--- src/design/kmp_pkg.sv ---
package kmp_pkg;

    // Sizes of the pattern side and of the text counter.
    localparam int MAX_PATTERN = 32;
    localparam int MAX_TEXT    = 65536;
    localparam int IDX_W       = $clog2(MAX_PATTERN);
    localparam int LEN_W       = $clog2(MAX_PATTERN + 1);
    localparam int TPOS_W      = $clog2(MAX_TEXT);
    localparam int SYM_W       = 8;
    localparam int POS_W       = 16;

    localparam logic [LEN_W-1:0]  PLEN_FULL = LEN_W'(MAX_PATTERN);
    localparam logic [TPOS_W-1:0] TPOS_MAX  = TPOS_W'(MAX_TEXT - 1);

    // Item opcodes and result kinds.
    localparam logic OP_LOAD    = 1'b0;
    localparam logic OP_TEXT    = 1'b1;
    localparam logic KIND_MATCH = 1'b0;
    localparam logic KIND_END   = 1'b1;

    typedef struct packed {
        logic             opcode;
        logic [SYM_W-1:0] symbol;
        logic             first;
        logic             last;
    } in_beat_t;

    typedef struct packed {
        logic             kind;
        logic [POS_W-1:0] position;
        logic             final_result;
    } out_beat_t;

    // Datapath operations selected by the control word.
    typedef enum logic [3:0] {
        ACT_NONE,
        ACT_ACCEPT,
        ACT_L_START,
        ACT_READ,
        ACT_FOLLOW,
        ACT_L_FIN,
        ACT_T_INIT,
        ACT_T_HIT,
        ACT_READ_LINK,
        ACT_SET_LINK,
        ACT_T_END
    } act_t;

    // Jump conditions tested by the sequencer.
    typedef enum logic [2:0] {
        COND_NEVER,
        COND_ALWAYS,
        COND_NO_START,
        COND_IS_TEXT,
        COND_PLEN_EDGE,
        COND_NEED_LINK,
        COND_PLEN_ZERO,
        COND_NOT_FULL
    } cond_t;

    typedef logic [3:0] step_t;

    // Program step addresses.
    localparam step_t STEP_IDLE     = 4'd0;
    localparam step_t STEP_DISPATCH = 4'd1;
    localparam step_t STEP_L_START  = 4'd2;
    localparam step_t STEP_RD       = 4'd3;
    localparam step_t STEP_CMP      = 4'd4;
    localparam step_t STEP_EXIT     = 4'd5;
    localparam step_t STEP_L_FIN    = 4'd6;
    localparam step_t STEP_T_INIT   = 4'd7;
    localparam step_t STEP_T_LOOP   = 4'd8;
    localparam step_t STEP_T_HIT    = 4'd9;
    localparam step_t STEP_T_LRD    = 4'd10;
    localparam step_t STEP_T_LSET   = 4'd11;
    localparam step_t STEP_T_END    = 4'd12;

    typedef struct packed {
        act_t  act;
        cond_t cond;
        step_t target;
    } ctrl_word_t;

    // Status flags from the datapath to the sequencer.
    typedef struct packed {
        logic is_text;
        logic need_link;
        logic full_match;
        logic plen_edge;
        logic plen_zero;
    } dp_status_t;

    // Control store: one word per program step.
    function automatic ctrl_word_t ucode_word(step_t s);
        ctrl_word_t w;
        case (s)
            STEP_IDLE:     w = '{ACT_ACCEPT,    COND_NO_START,  STEP_IDLE};
            STEP_DISPATCH: w = '{ACT_NONE,      COND_IS_TEXT,   STEP_T_INIT};
            STEP_L_START:  w = '{ACT_L_START,   COND_PLEN_EDGE, STEP_IDLE};
            STEP_RD:       w = '{ACT_READ,      COND_NEVER,     STEP_IDLE};
            STEP_CMP:      w = '{ACT_FOLLOW,    COND_NEED_LINK, STEP_RD};
            STEP_EXIT:     w = '{ACT_NONE,      COND_IS_TEXT,   STEP_T_HIT};
            STEP_L_FIN:    w = '{ACT_L_FIN,     COND_ALWAYS,    STEP_IDLE};
            STEP_T_INIT:   w = '{ACT_T_INIT,    COND_PLEN_ZERO, STEP_T_END};
            STEP_T_LOOP:   w = '{ACT_NONE,      COND_ALWAYS,    STEP_RD};
            STEP_T_HIT:    w = '{ACT_T_HIT,     COND_NOT_FULL,  STEP_T_END};
            STEP_T_LRD:    w = '{ACT_READ_LINK, COND_NEVER,     STEP_IDLE};
            STEP_T_LSET:   w = '{ACT_SET_LINK,  COND_NEVER,     STEP_IDLE};
            STEP_T_END:    w = '{ACT_T_END,     COND_ALWAYS,    STEP_IDLE};
            default:       w = '{ACT_NONE,      COND_ALWAYS,    STEP_IDLE};
        endcase
        return w;
    endfunction

endpackage

--- src/design/kmp_ram.sv ---
module kmp_ram #(
    parameter int WIDTH = 8,
    parameter int DEPTH = 32
) (
    input  logic                     clk,
    input  logic                     we,
    input  logic [$clog2(DEPTH)-1:0] waddr,
    input  logic [WIDTH-1:0]         wdata,
    input  logic [$clog2(DEPTH)-1:0] raddr,
    output logic [WIDTH-1:0]         rdata
);

    logic [WIDTH-1:0] mem_reg [DEPTH];
    logic [WIDTH-1:0] rdata_reg;

    // One write port and one registered read port.
    always_ff @(posedge clk)
    begin
        if (we)
        begin
            mem_reg[waddr] <= wdata;
        end
        rdata_reg <= mem_reg[raddr];
    end

    assign rdata = rdata_reg;

endmodule

--- src/design/kmp_seq.sv ---
module kmp_seq (
    input  logic                clk,
    input  logic                rst_n,
    input  logic                start,
    input  kmp_pkg::dp_status_t status,
    output kmp_pkg::ctrl_word_t ctrl,
    output logic                busy
);
    import kmp_pkg::*;

    step_t      step_reg;
    step_t      step_next;
    ctrl_word_t word;
    logic       take;

    // Fetch the control word of the current step.
    assign word = ucode_word(step_reg);
    assign ctrl = word;
    assign busy = (step_reg != STEP_IDLE);

    // Evaluate the jump condition and pick the next step.
    always_comb
    begin
        case (word.cond)
            COND_NEVER:     take = 1'b0;
            COND_ALWAYS:    take = 1'b1;
            COND_NO_START:  take = !start;
            COND_IS_TEXT:   take = status.is_text;
            COND_PLEN_EDGE: take = status.plen_edge;
            COND_NEED_LINK: take = status.need_link;
            COND_PLEN_ZERO: take = status.plen_zero;
            COND_NOT_FULL:  take = !status.full_match;
            default:        take = 1'b1;
        endcase
        step_next = take ? word.target : step_t'(step_reg + 1'b1);
    end

    // Step counter.
    always_ff @(posedge clk or negedge rst_n)
    begin
        if (!rst_n)
        begin
            step_reg <= STEP_IDLE;
        end
        else
        begin
            step_reg <= step_next;
        end
    end

    // The counter stays inside the program.
    a_step_in_program: assert property (@(posedge clk) disable iff (!rst_n)
        step_reg <= STEP_T_END)
        else $error("step counter left the program");

    // When the compare step follows a link, the read step comes next.
    a_link_then_read: assert property (@(posedge clk) disable iff (!rst_n)
        (step_reg == STEP_CMP && status.need_link) |=> step_reg == STEP_RD)
        else $error("fallback link not followed by a read");

endmodule

--- src/design/kmp_dp.sv ---
module kmp_dp (
    input  logic                clk,
    input  logic                rst_n,
    input  logic                start,
    input  kmp_pkg::in_beat_t   item,
    input  kmp_pkg::ctrl_word_t ctrl,
    output kmp_pkg::dp_status_t status,
    output logic                result_strobe,
    output kmp_pkg::out_beat_t  result
);
    import kmp_pkg::*;

    in_beat_t          in_reg, in_next;
    logic [IDX_W-1:0]  j_reg, j_next;
    logic [LEN_W-1:0]  plen_reg, plen_next;
    logic [IDX_W-1:0]  build_reg, build_next;
    logic [IDX_W-1:0]  match_reg, match_next;
    logic [TPOS_W-1:0] tpos_reg, tpos_next;
    logic              strobe_reg, strobe_next;
    out_beat_t         res_reg, res_next;

    logic              pat_we;
    logic [SYM_W-1:0]  pat_rdata;
    logic              fail_we;
    logic [IDX_W-1:0]  fail_wdata;
    logic [IDX_W-1:0]  fail_raddr;
    logic [IDX_W-1:0]  fail_rdata;
    logic [IDX_W-1:0]  new_prefix;
    logic [TPOS_W-1:0] start_pos;
    logic              sym_hit;

    // Pattern bytes and failure links.
    kmp_ram #(.WIDTH(SYM_W), .DEPTH(MAX_PATTERN)) u_pattern (
        .clk   (clk),
        .we    (pat_we),
        .waddr (plen_reg[IDX_W-1:0]),
        .wdata (in_reg.symbol),
        .raddr (j_reg),
        .rdata (pat_rdata)
    );

    kmp_ram #(.WIDTH(IDX_W), .DEPTH(MAX_PATTERN)) u_failure (
        .clk   (clk),
        .we    (fail_we),
        .waddr (plen_reg[IDX_W-1:0]),
        .wdata (fail_wdata),
        .raddr (fail_raddr),
        .rdata (fail_rdata)
    );

    // Flags for the sequencer.
    assign sym_hit           = (pat_rdata == in_reg.symbol);
    assign status.is_text    = (in_reg.opcode == OP_TEXT);
    assign status.need_link  = (j_reg != '0) && !sym_hit;
    assign status.full_match = sym_hit && (LEN_W'(j_reg) == plen_reg - LEN_W'(1));
    assign status.plen_zero  = (plen_reg == '0);
    assign status.plen_edge  = (plen_reg == '0) || (plen_reg == PLEN_FULL);

    assign new_prefix = sym_hit ? IDX_W'(j_reg + 1'b1) : '0;
    assign start_pos  = tpos_reg + TPOS_W'(1) - TPOS_W'(plen_reg);

    // Operation decode.
    always_comb
    begin
        in_next     = in_reg;
        j_next      = j_reg;
        plen_next   = plen_reg;
        build_next  = build_reg;
        match_next  = match_reg;
        tpos_next   = tpos_reg;
        strobe_next = 1'b0;
        res_next    = res_reg;
        pat_we      = 1'b0;
        fail_we     = 1'b0;
        fail_wdata  = new_prefix;
        fail_raddr  = IDX_W'(j_reg - 1'b1);
        case (ctrl.act)
            ACT_ACCEPT:
            begin
                if (start)
                begin
                    in_next = item;
                    if (item.opcode == OP_LOAD)
                    begin
                        match_next = '0;
                        if (item.first)
                        begin
                            plen_next  = '0;
                            build_next = '0;
                        end
                    end
                    else if (item.first)
                    begin
                        match_next = '0;
                        tpos_next  = '0;
                    end
                end
            end
            ACT_L_START:
            begin
                if (plen_reg == '0)
                begin
                    pat_we     = 1'b1;
                    fail_we    = 1'b1;
                    fail_wdata = '0;
                    build_next = '0;
                    plen_next  = LEN_W'(1);
                end
                else if (plen_reg != PLEN_FULL)
                begin
                    pat_we = 1'b1;
                    j_next = build_reg;
                end
            end
            ACT_FOLLOW:
            begin
                // Links point strictly downward; anything else restarts at zero.
                if (status.need_link)
                begin
                    j_next = (fail_rdata < j_reg) ? fail_rdata : '0;
                end
            end
            ACT_L_FIN:
            begin
                fail_we    = 1'b1;
                build_next = new_prefix;
                plen_next  = LEN_W'(plen_reg + 1'b1);
            end
            ACT_T_INIT:
            begin
                j_next = (LEN_W'(match_reg) >= plen_reg) ? '0 : match_reg;
            end
            ACT_T_HIT:
            begin
                if (status.full_match)
                begin
                    strobe_next           = 1'b1;
                    res_next.kind         = KIND_MATCH;
                    res_next.position     = POS_W'(start_pos);
                    res_next.final_result = !in_reg.last;
                end
                else if (sym_hit)
                begin
                    j_next = IDX_W'(j_reg + 1'b1);
                end
            end
            ACT_READ_LINK:
            begin
                fail_raddr = j_reg;
            end
            ACT_SET_LINK:
            begin
                j_next = fail_rdata;
            end
            ACT_T_END:
            begin
                match_next = j_reg;
                if (tpos_reg != TPOS_MAX)
                begin
                    tpos_next = TPOS_W'(tpos_reg + 1'b1);
                end
                if (in_reg.last)
                begin
                    strobe_next           = 1'b1;
                    res_next.kind         = KIND_END;
                    res_next.position     = '0;
                    res_next.final_result = 1'b1;
                    match_next            = '0;
                    tpos_next             = '0;
                end
            end
            default:
            begin
            end
        endcase
    end

    // Control state.
    always_ff @(posedge clk or negedge rst_n)
    begin
        if (!rst_n)
        begin
            j_reg      <= '0;
            plen_reg   <= '0;
            build_reg  <= '0;
            match_reg  <= '0;
            tpos_reg   <= '0;
            strobe_reg <= 1'b0;
        end
        else
        begin
            j_reg      <= j_next;
            plen_reg   <= plen_next;
            build_reg  <= build_next;
            match_reg  <= match_next;
            tpos_reg   <= tpos_next;
            strobe_reg <= strobe_next;
        end
    end

    // Captured item and result beat.
    always_ff @(posedge clk)
    begin
        in_reg  <= in_next;
        res_reg <= res_next;
    end

    assign result_strobe = strobe_reg;
    assign result        = res_reg;

    // The pattern never grows past its store.
    a_plen_bound: assert property (@(posedge clk) disable iff (!rst_n)
        plen_reg <= PLEN_FULL)
        else $error("pattern length beyond store depth");

    // A kept partial match is shorter than the pattern or zero.
    a_match_bound: assert property (@(posedge clk) disable iff (!rst_n)
        (LEN_W'(match_reg) < plen_reg) || (match_reg == '0))
        else $error("partial match not below pattern length");

    // Links are only followed from a prefix inside the loaded pattern.
    a_follow_in_range: assert property (@(posedge clk) disable iff (!rst_n)
        (ctrl.act == ACT_FOLLOW) |-> (LEN_W'(j_reg) < plen_reg))
        else $error("fallback walk outside the pattern");

endmodule

--- src/design/kmp_pattern_matcher_top.sv ---
// Channel   Handshake              Payload            Direction
// item      start high, busy low   in_beat_t item     in
// result    result_strobe          out_beat_t result  out
//
// A pattern byte passes dispatch, start, link loop, exit and finish; the first byte of a
// pattern and a byte into a full pattern stop at start. A text byte passes init, loop,
// link loop, exit, hit and end, with a link read and set after a completed match; an
// empty pattern skips from init to end. The loop over links is one registered read of the
// pattern and link memories and one compare per link. Reset is asynchronous and leaves
// the pattern empty. Each result beat shows for one cycle; the receiver cannot stall it.
module kmp_pattern_matcher_top (
    input  logic               clk,
    input  logic               rst_n,
    input  logic               start,
    input  kmp_pkg::in_beat_t  item,
    output logic               busy,
    output logic               result_strobe,
    output kmp_pkg::out_beat_t result
);
    import kmp_pkg::*;

    ctrl_word_t ctrl;
    dp_status_t status;

    // Microcode sequencer.
    kmp_seq u_seq (
        .clk    (clk),
        .rst_n  (rst_n),
        .start  (start),
        .status (status),
        .ctrl   (ctrl),
        .busy   (busy)
    );

    // Datapath with pattern and link memories.
    kmp_dp u_dp (
        .clk           (clk),
        .rst_n         (rst_n),
        .start         (start),
        .item          (item),
        .ctrl          (ctrl),
        .status        (status),
        .result_strobe (result_strobe),
        .result        (result)
    );

endmodule

--- config.mk ---
export PLATFORM = sky130hd
export DESIGN_NAME = kmp_pattern_matcher_top
export DESIGN_NICKNAME = d
export VERILOG_FILES = /design/src/design/kmp_pkg.sv /design/src/design/kmp_ram.sv /design/src/design/kmp_seq.sv /design/src/design/kmp_dp.sv /design/src/design/kmp_pattern_matcher_top.sv
export SDC_FILE = /design/constraint.sdc
export NUM_CORES = 1
export LEC_CHECK = 0
export ABC_AREA = 1
export BUFFER_PORTS_ARGS = -buffer_cell sky130_fd_sc_hd__buf_2
export CORE_MARGIN = 3
export CORE_UTILIZATION = 40
export DETAILED_ROUTE_END_ITERATION = 10
export SLEW_MARGIN = 15
export SYNTH_ARGS = -nofsm -noshare
export SYNTH_HDL_FRONTEND = slang
export SYNTH_SLANG_ARGS = --single-unit
--- constraint.sdc ---
create_clock -name clk -period 7.1 [get_ports clk]
set_clock_uncertainty 0.15 [all_clocks]
set_input_delay 0 -clock clk [delete_from_list [all_inputs] [get_ports clk]]
set_output_delay 0 -clock clk [all_outputs]
set_load 0.02 [all_outputs]
==> report_table.html <==
<table>
<tr><th>Metric</th><th>Value</th></tr>
<tr><th colspan="2">Route</th></tr>
<tr><td>Final routed wirelength across all metal layers</td><td>about 58000 microns</td></tr>
<tr><td>Count of routing violations after the opening detailed-route iteration</td><td>between 1500 and 2000</td></tr>
<tr><td>Number of nets with antenna violations after routing</td><td>0</td></tr>
<tr><td>Topmost layer with routed signal wires</td><td>met5</td></tr>
<tr><td>Routed length on met3</td><td>between 3000 and 4000 microns</td></tr>
<tr><td>Total vias in the final route</td><td>~15000</td></tr>
<tr><td>Residual DRC</td><td>0</td></tr>
<tr><td>Average wire per cell in the routed design</td><td>between 20 and 25 microns</td></tr>
<tr><td>DRT Pass-1 Iters</td><td>5</td></tr>
<tr><td>Met2 wire len</td><td>approximately 27000 microns</td></tr>
<tr><td>Vias/cell</td><td>approximately 5.3</td></tr>
<tr><td>Detailed-route wire length on metal 1</td><td>between 20000 and 30000 microns</td></tr>
<tr><th colspan="2">Clocking</th></tr>
<tr><td>Buffer depth of the longest clock path</td><td>3</td></tr>
<tr><td>Number of buffers inserted by post-CTS setup repair</td><td>0</td></tr>
<tr><td>Gates resized, CTS repair</td><td>0</td></tr>
<tr><td>Clock H-tree levels</td><td>2</td></tr>
<tr><td>CTS buffer count</td><td>54</td></tr>
<tr><td>Clock tree from TritonCTS</td><td>yes</td></tr>
<tr><td>Hold buffers post-CTS</td><td>23</td></tr>
<tr><td>Clock slew at reported path FFs</td><td>about 60 ps</td></tr>
<tr><td>Clock Sink Count</td><td>about 500</td></tr>
<tr><td>Clk_lat worst skew</td><td>600 ps</td></tr>
<tr><td>Clk root buf</td><td>clkbuf_16</td></tr>
<tr><th colspan="2">Finish</th></tr>
<tr><td>Most frequent standard cell in the layout excluding fill and tap cells</td><td>edfxtp_1</td></tr>
<tr><td>Number of diodes</td><td>0</td></tr>
<tr><td>Fraction of final layout cells sized beyond drive strength 1</td><td>approximately 9.0%</td></tr>
<tr><td>Final cell count without fillers</td><td>2900</td></tr>
<tr><td>Core occupancy in the finished layout</td><td>a little under half</td></tr>
<tr><td>Net count, final</td><td>around 2200</td></tr>
<tr><td>Syn-to-layout area delta</td><td>12.7%</td></tr>
<tr><td>Post-route cell area</td><td>between 20000 and 30000 sq um</td></tr>
<tr><td>Fill count</td><td>5122</td></tr>
<tr><td>Highest-count cells in the layout ignoring fill and taps</td><td>edfxtp_1, nand2_1, nand3_1</td></tr>
<tr><td>Flip-flop count of the largest register after layout</td><td>~260</td></tr>
<tr><th colspan="2">Die</th></tr>
<tr><td>Initial Utilization</td><td>between 40% and 50%</td></tr>
<tr><td>Count of pins on the block boundary</td><td>34</td></tr>
<tr><td>Die footprint</td><td>between 50000 and 60000 sq um</td></tr>
<tr><td>Width of the die</td><td>about 240 microns</td></tr>
<tr><td>Cell row count</td><td>85</td></tr>
<tr><td>Core area</td><td>approximately 54000 sq um</td></tr>
<tr><td>Chip Height</td><td>approximately 240 microns</td></tr>
<tr><th colspan="2">Synthesis</th></tr>
<tr><td>Post-Syn Nets</td><td>2123</td></tr>
<tr><td>Arithmetic-cell share of the synthesized area counting full adders, half adders and majority gates</td><td>1.66%</td></tr>
<tr><td>Area fraction in and, or, nand and nor cells after synthesis</td><td>roughly 17%</td></tr>
<tr><td>Synthesized area</td><td>about 22000 sq um</td></tr>
<tr><td>Proportion of register bits with asynchronous set or reset after synthesis</td><td>8.42%</td></tr>
<tr><td>Post-synthesis cell count</td><td>between 2000 and 2500</td></tr>
<tr><td>Top flip-flop cell by instance count after synthesis</td><td>edfxtp_1</td></tr>
<tr><td>Register area share after synthesis</td><td>65.6%</td></tr>
<tr><td>Number of synthesis warnings</td><td>0</td></tr>
<tr><td>Xor/xnor share of the synthesized area</td><td>1.41%</td></tr>
<tr><td>Share of the synthesized area in compound gates (AO/OA/AOI/OAI)</td><td>under 10%</td></tr>
<tr><td>Main combinational cell family by area after synthesis</td><td>simple AND/OR/NAND/NOR gates</td></tr>
<tr><td>Multiplexer fraction of the synthesized cell area</td><td>0%</td></tr>
<tr><td>Mean Syn Cell Area</td><td>roughly 11 sq um</td></tr>
<tr><td>Number of distinct library cell variants in the gate-level netlist after synthesis</td><td>47</td></tr>
<tr><td>Number of flops mapped to enable cells by yosys</td><td>~440</td></tr>
<tr><td>Number of storage elements in the synthesis netlist</td><td>499</td></tr>
<tr><th colspan="2">Timing</th></tr>
<tr><td>Min cycle time layout</td><td>3880 ps</td></tr>
<tr><td>Fraction of the cycle the final worst path needs</td><td>roughly 55%</td></tr>
<tr><td>Max-slew violation count</td><td>0</td></tr>
<tr><td>Max Clock Freq</td><td>between 200 and 300 MHz</td></tr>
<tr><td>Slew @ Worst Pin</td><td>about 1100 ps</td></tr>
<tr><td>Setup repair after global routing missed its margin</td><td>no</td></tr>
<tr><td>Final count of negative-setup-slack endpoints</td><td>0</td></tr>
<tr><td>Number of hold-slack violations in the final timing report</td><td>0</td></tr>
<tr><td>Aggregate negative setup slack</td><td>0 ps</td></tr>
<tr><td>Worst Setup Slack, final</td><td>between 3000 and 4000 ps</td></tr>
<tr><td>Worst relative slew slack</td><td>between 20% and 30%</td></tr>
<tr><td>Hold Slack</td><td>49.0 ps</td></tr>
<tr><th colspan="2">Placement</th></tr>
<tr><td>PortBufs</td><td>33</td></tr>
<tr><td>Cell Area, Placed</td><td>~23000 sq um</td></tr>
<tr><td>Post-DP HPWL</td><td>36800 microns</td></tr>
<tr><td>Cell total after placement</td><td>roughly 2800</td></tr>
<tr><td>Global placer's final weighted congestion</td><td>about 0.9</td></tr>
<tr><td>Post-placement worst setup slack</td><td>between 3000 and 4000 ps</td></tr>
<tr><th colspan="2">Worst setup path</th></tr>
<tr><td>Worst-case register-to-register setup slack</td><td>~3200 ps</td></tr>
<tr><td>CP Data Arrival Time</td><td>3940 ps</td></tr>
<tr><td>Required arrival time at the worst endpoint</td><td>approximately 7200 ps</td></tr>
<tr><td>Critical path launch point</td><td>u_seq.step_reg[1]</td></tr>
<tr><td>Reg-to-Reg Start</td><td>u_seq.step_reg[1]</td></tr>
<tr><td>Endpoint of the most critical setup path</td><td>u_dp.u_failure.mem_reg[2][3]</td></tr>
<tr><td>CP Max Fanout</td><td>32</td></tr>
<tr><td>Kind of capture point of the worst setup path</td><td>register</td></tr>
<tr><td>Capturing point of the worst reg2reg path</td><td>u_dp.u_failure.mem_reg[2][3]</td></tr>
<tr><td>Element type at the critical path start</td><td>register</td></tr>
<tr><td>Category of the critical setup timing path</td><td>reg -&gt; reg</td></tr>
<tr><td>Reg2reg path depth</td><td>12</td></tr>
<tr><th colspan="2">Power</th></tr>
<tr><td>Power consumption</td><td>just over 10 mW</td></tr>
<tr><td>Power per standard cell area</td><td>400 nW/um^2</td></tr>
<tr><td>Leak</td><td>roughly 9.5 nW</td></tr>
<tr><td>Worst-case vdd ir drop</td><td>between 0.0002 and 0.00025 V</td></tr>
<tr><th colspan="2">Global routing</th></tr>
<tr><td>Overflow left after global routing</td><td>0</td></tr>
<tr><td>Maximum number of pins on one net before global-route repair</td><td>90</td></tr>
<tr><td>Initial antenna violation count</td><td>1</td></tr>
<tr><td>Wire length of the first global-routing pass</td><td>roughly 91000 microns</td></tr>
<tr><td>GRT Overall Usage</td><td>19.7%</td></tr>
<tr><td>Vias in the first global route</td><td>between 15000 and 20000</td></tr>
<tr><th colspan="2">Status</th></tr>
<tr><td>Status</td><td>finished, final reports clean</td></tr>
<tr><th colspan="2">Job</th></tr>
<tr><td>Count of max-cap constraint violations</td><td>0</td></tr>
<tr><th colspan="2">Hold path</th></tr>
<tr><td>Hold WC Path Type</td><td>in -&gt; reg</td></tr>
</table>
[cell type report]
| cell class | count | area, sq um | share of cell area (%) |
|---|---|---|---|
| Clock inverter | 32 | 307 | 1.22 |
| Clock buffer | 67 | 1400 | 5.57 |
| Multi-Input combinational cell | 1232 | 6320 | 25.1 |
| Inverter | 246 | 928 | 3.69 |
| Tap cell | 739 | 925 | 3.68 |
| Timing Repair Buffer | 85 | 613 | 2.44 |
| Sequential cell | 499 | 14600 | 58.3 |
[power breakdown]
group          switching [mW]  total [mW]  leakage [nW]  internal, mW
sequential              0.172        3.65          4.97          3.47
combinational            2.63        3.67          3.69          1.04
clock                    1.15        2.74         0.825          1.58
total                    3.96        10.1          9.49          6.10
[how the worst min path moves through the flow]
stage | from | to | slack (ps) | depth (start not counted)
finish | item[10] | u_dp.status[4] | 50 | 2
floorplan | rst_n | u_dp.build_reg[0] | -450 | 0
global route | item[10] | u_dp.status[4] | 50 | 2
CTS | item[10] | u_dp.status[4] | 20 | 2
detailed placement | rst_n | u_dp.result_strobe | -20 | 2
global placement | rst_n | u_dp.result_strobe | -6 | 2
[cells by family (layout without fill, tap and decap cells)]
family | Yosys count | after routing
compound gates | 305 | 305
buf+inv | 349 | 430
fa+ha+maj | 29 | 29
simple gates | 863 | 863
flops | 499 | 499
xor+xnor | 35 | 35
[per-layer routing]
metal  up-vias  global-route usage, %
met5         -                      0
met4         2                   6.40
met3       113                   3.07
met2       507                   31.4
met1      7580                   27.6
li1       7270                      -
[cells in the mapped netlist, types with 2 or more instances]
master	number	area (sq um)
nor4_1	5	31.3
o22ai_1	17	106
o21ai_2	3	26.3
a32oi_1	6	52.6
nor2_1	238	893
xor2_1	28	245
a21oi_1	26	130
o221ai_1	53	464
edfxtp_1	444	13300
dfrtp_1	42	1050
nand3_1	236	1180
nand2_2	12	75.1
inv_1	236	886
o21ai_1	3	15.0
ha_1	28	350
nor2_2	4	25.0
dfxtp_1	13	260
o31ai_1	6	45.0
nor3_1	22	110
xnor2_1	6	52.6
clkbuf_1	66	248
clkinv_1	2	7.51
or2_2	8	50.1
nand2_4	3	33.8
inv_2	7	26.3
buf_2	24	120
a31oi_1	10	62.6
buf_4	12	90.1
nand4_1	13	81.3
nand3_2	3	30.0
nand2_1	315	1180
o21ai_0	173	866
o211ai_1	2	15.0
[critical path, stage by stage (launching register included)]
cell     delay, ps
dfrtp_1        460
inv_1          150
ha_1           310
nand2_2        130
nor2_1         180
inv_2           80
o21ai_2        110
nand2_1        170
nor2_2         300
inv_1          220
nand2_1        130
inv_2          220
nor3_1         880
(Power assumes the default switching activity.)
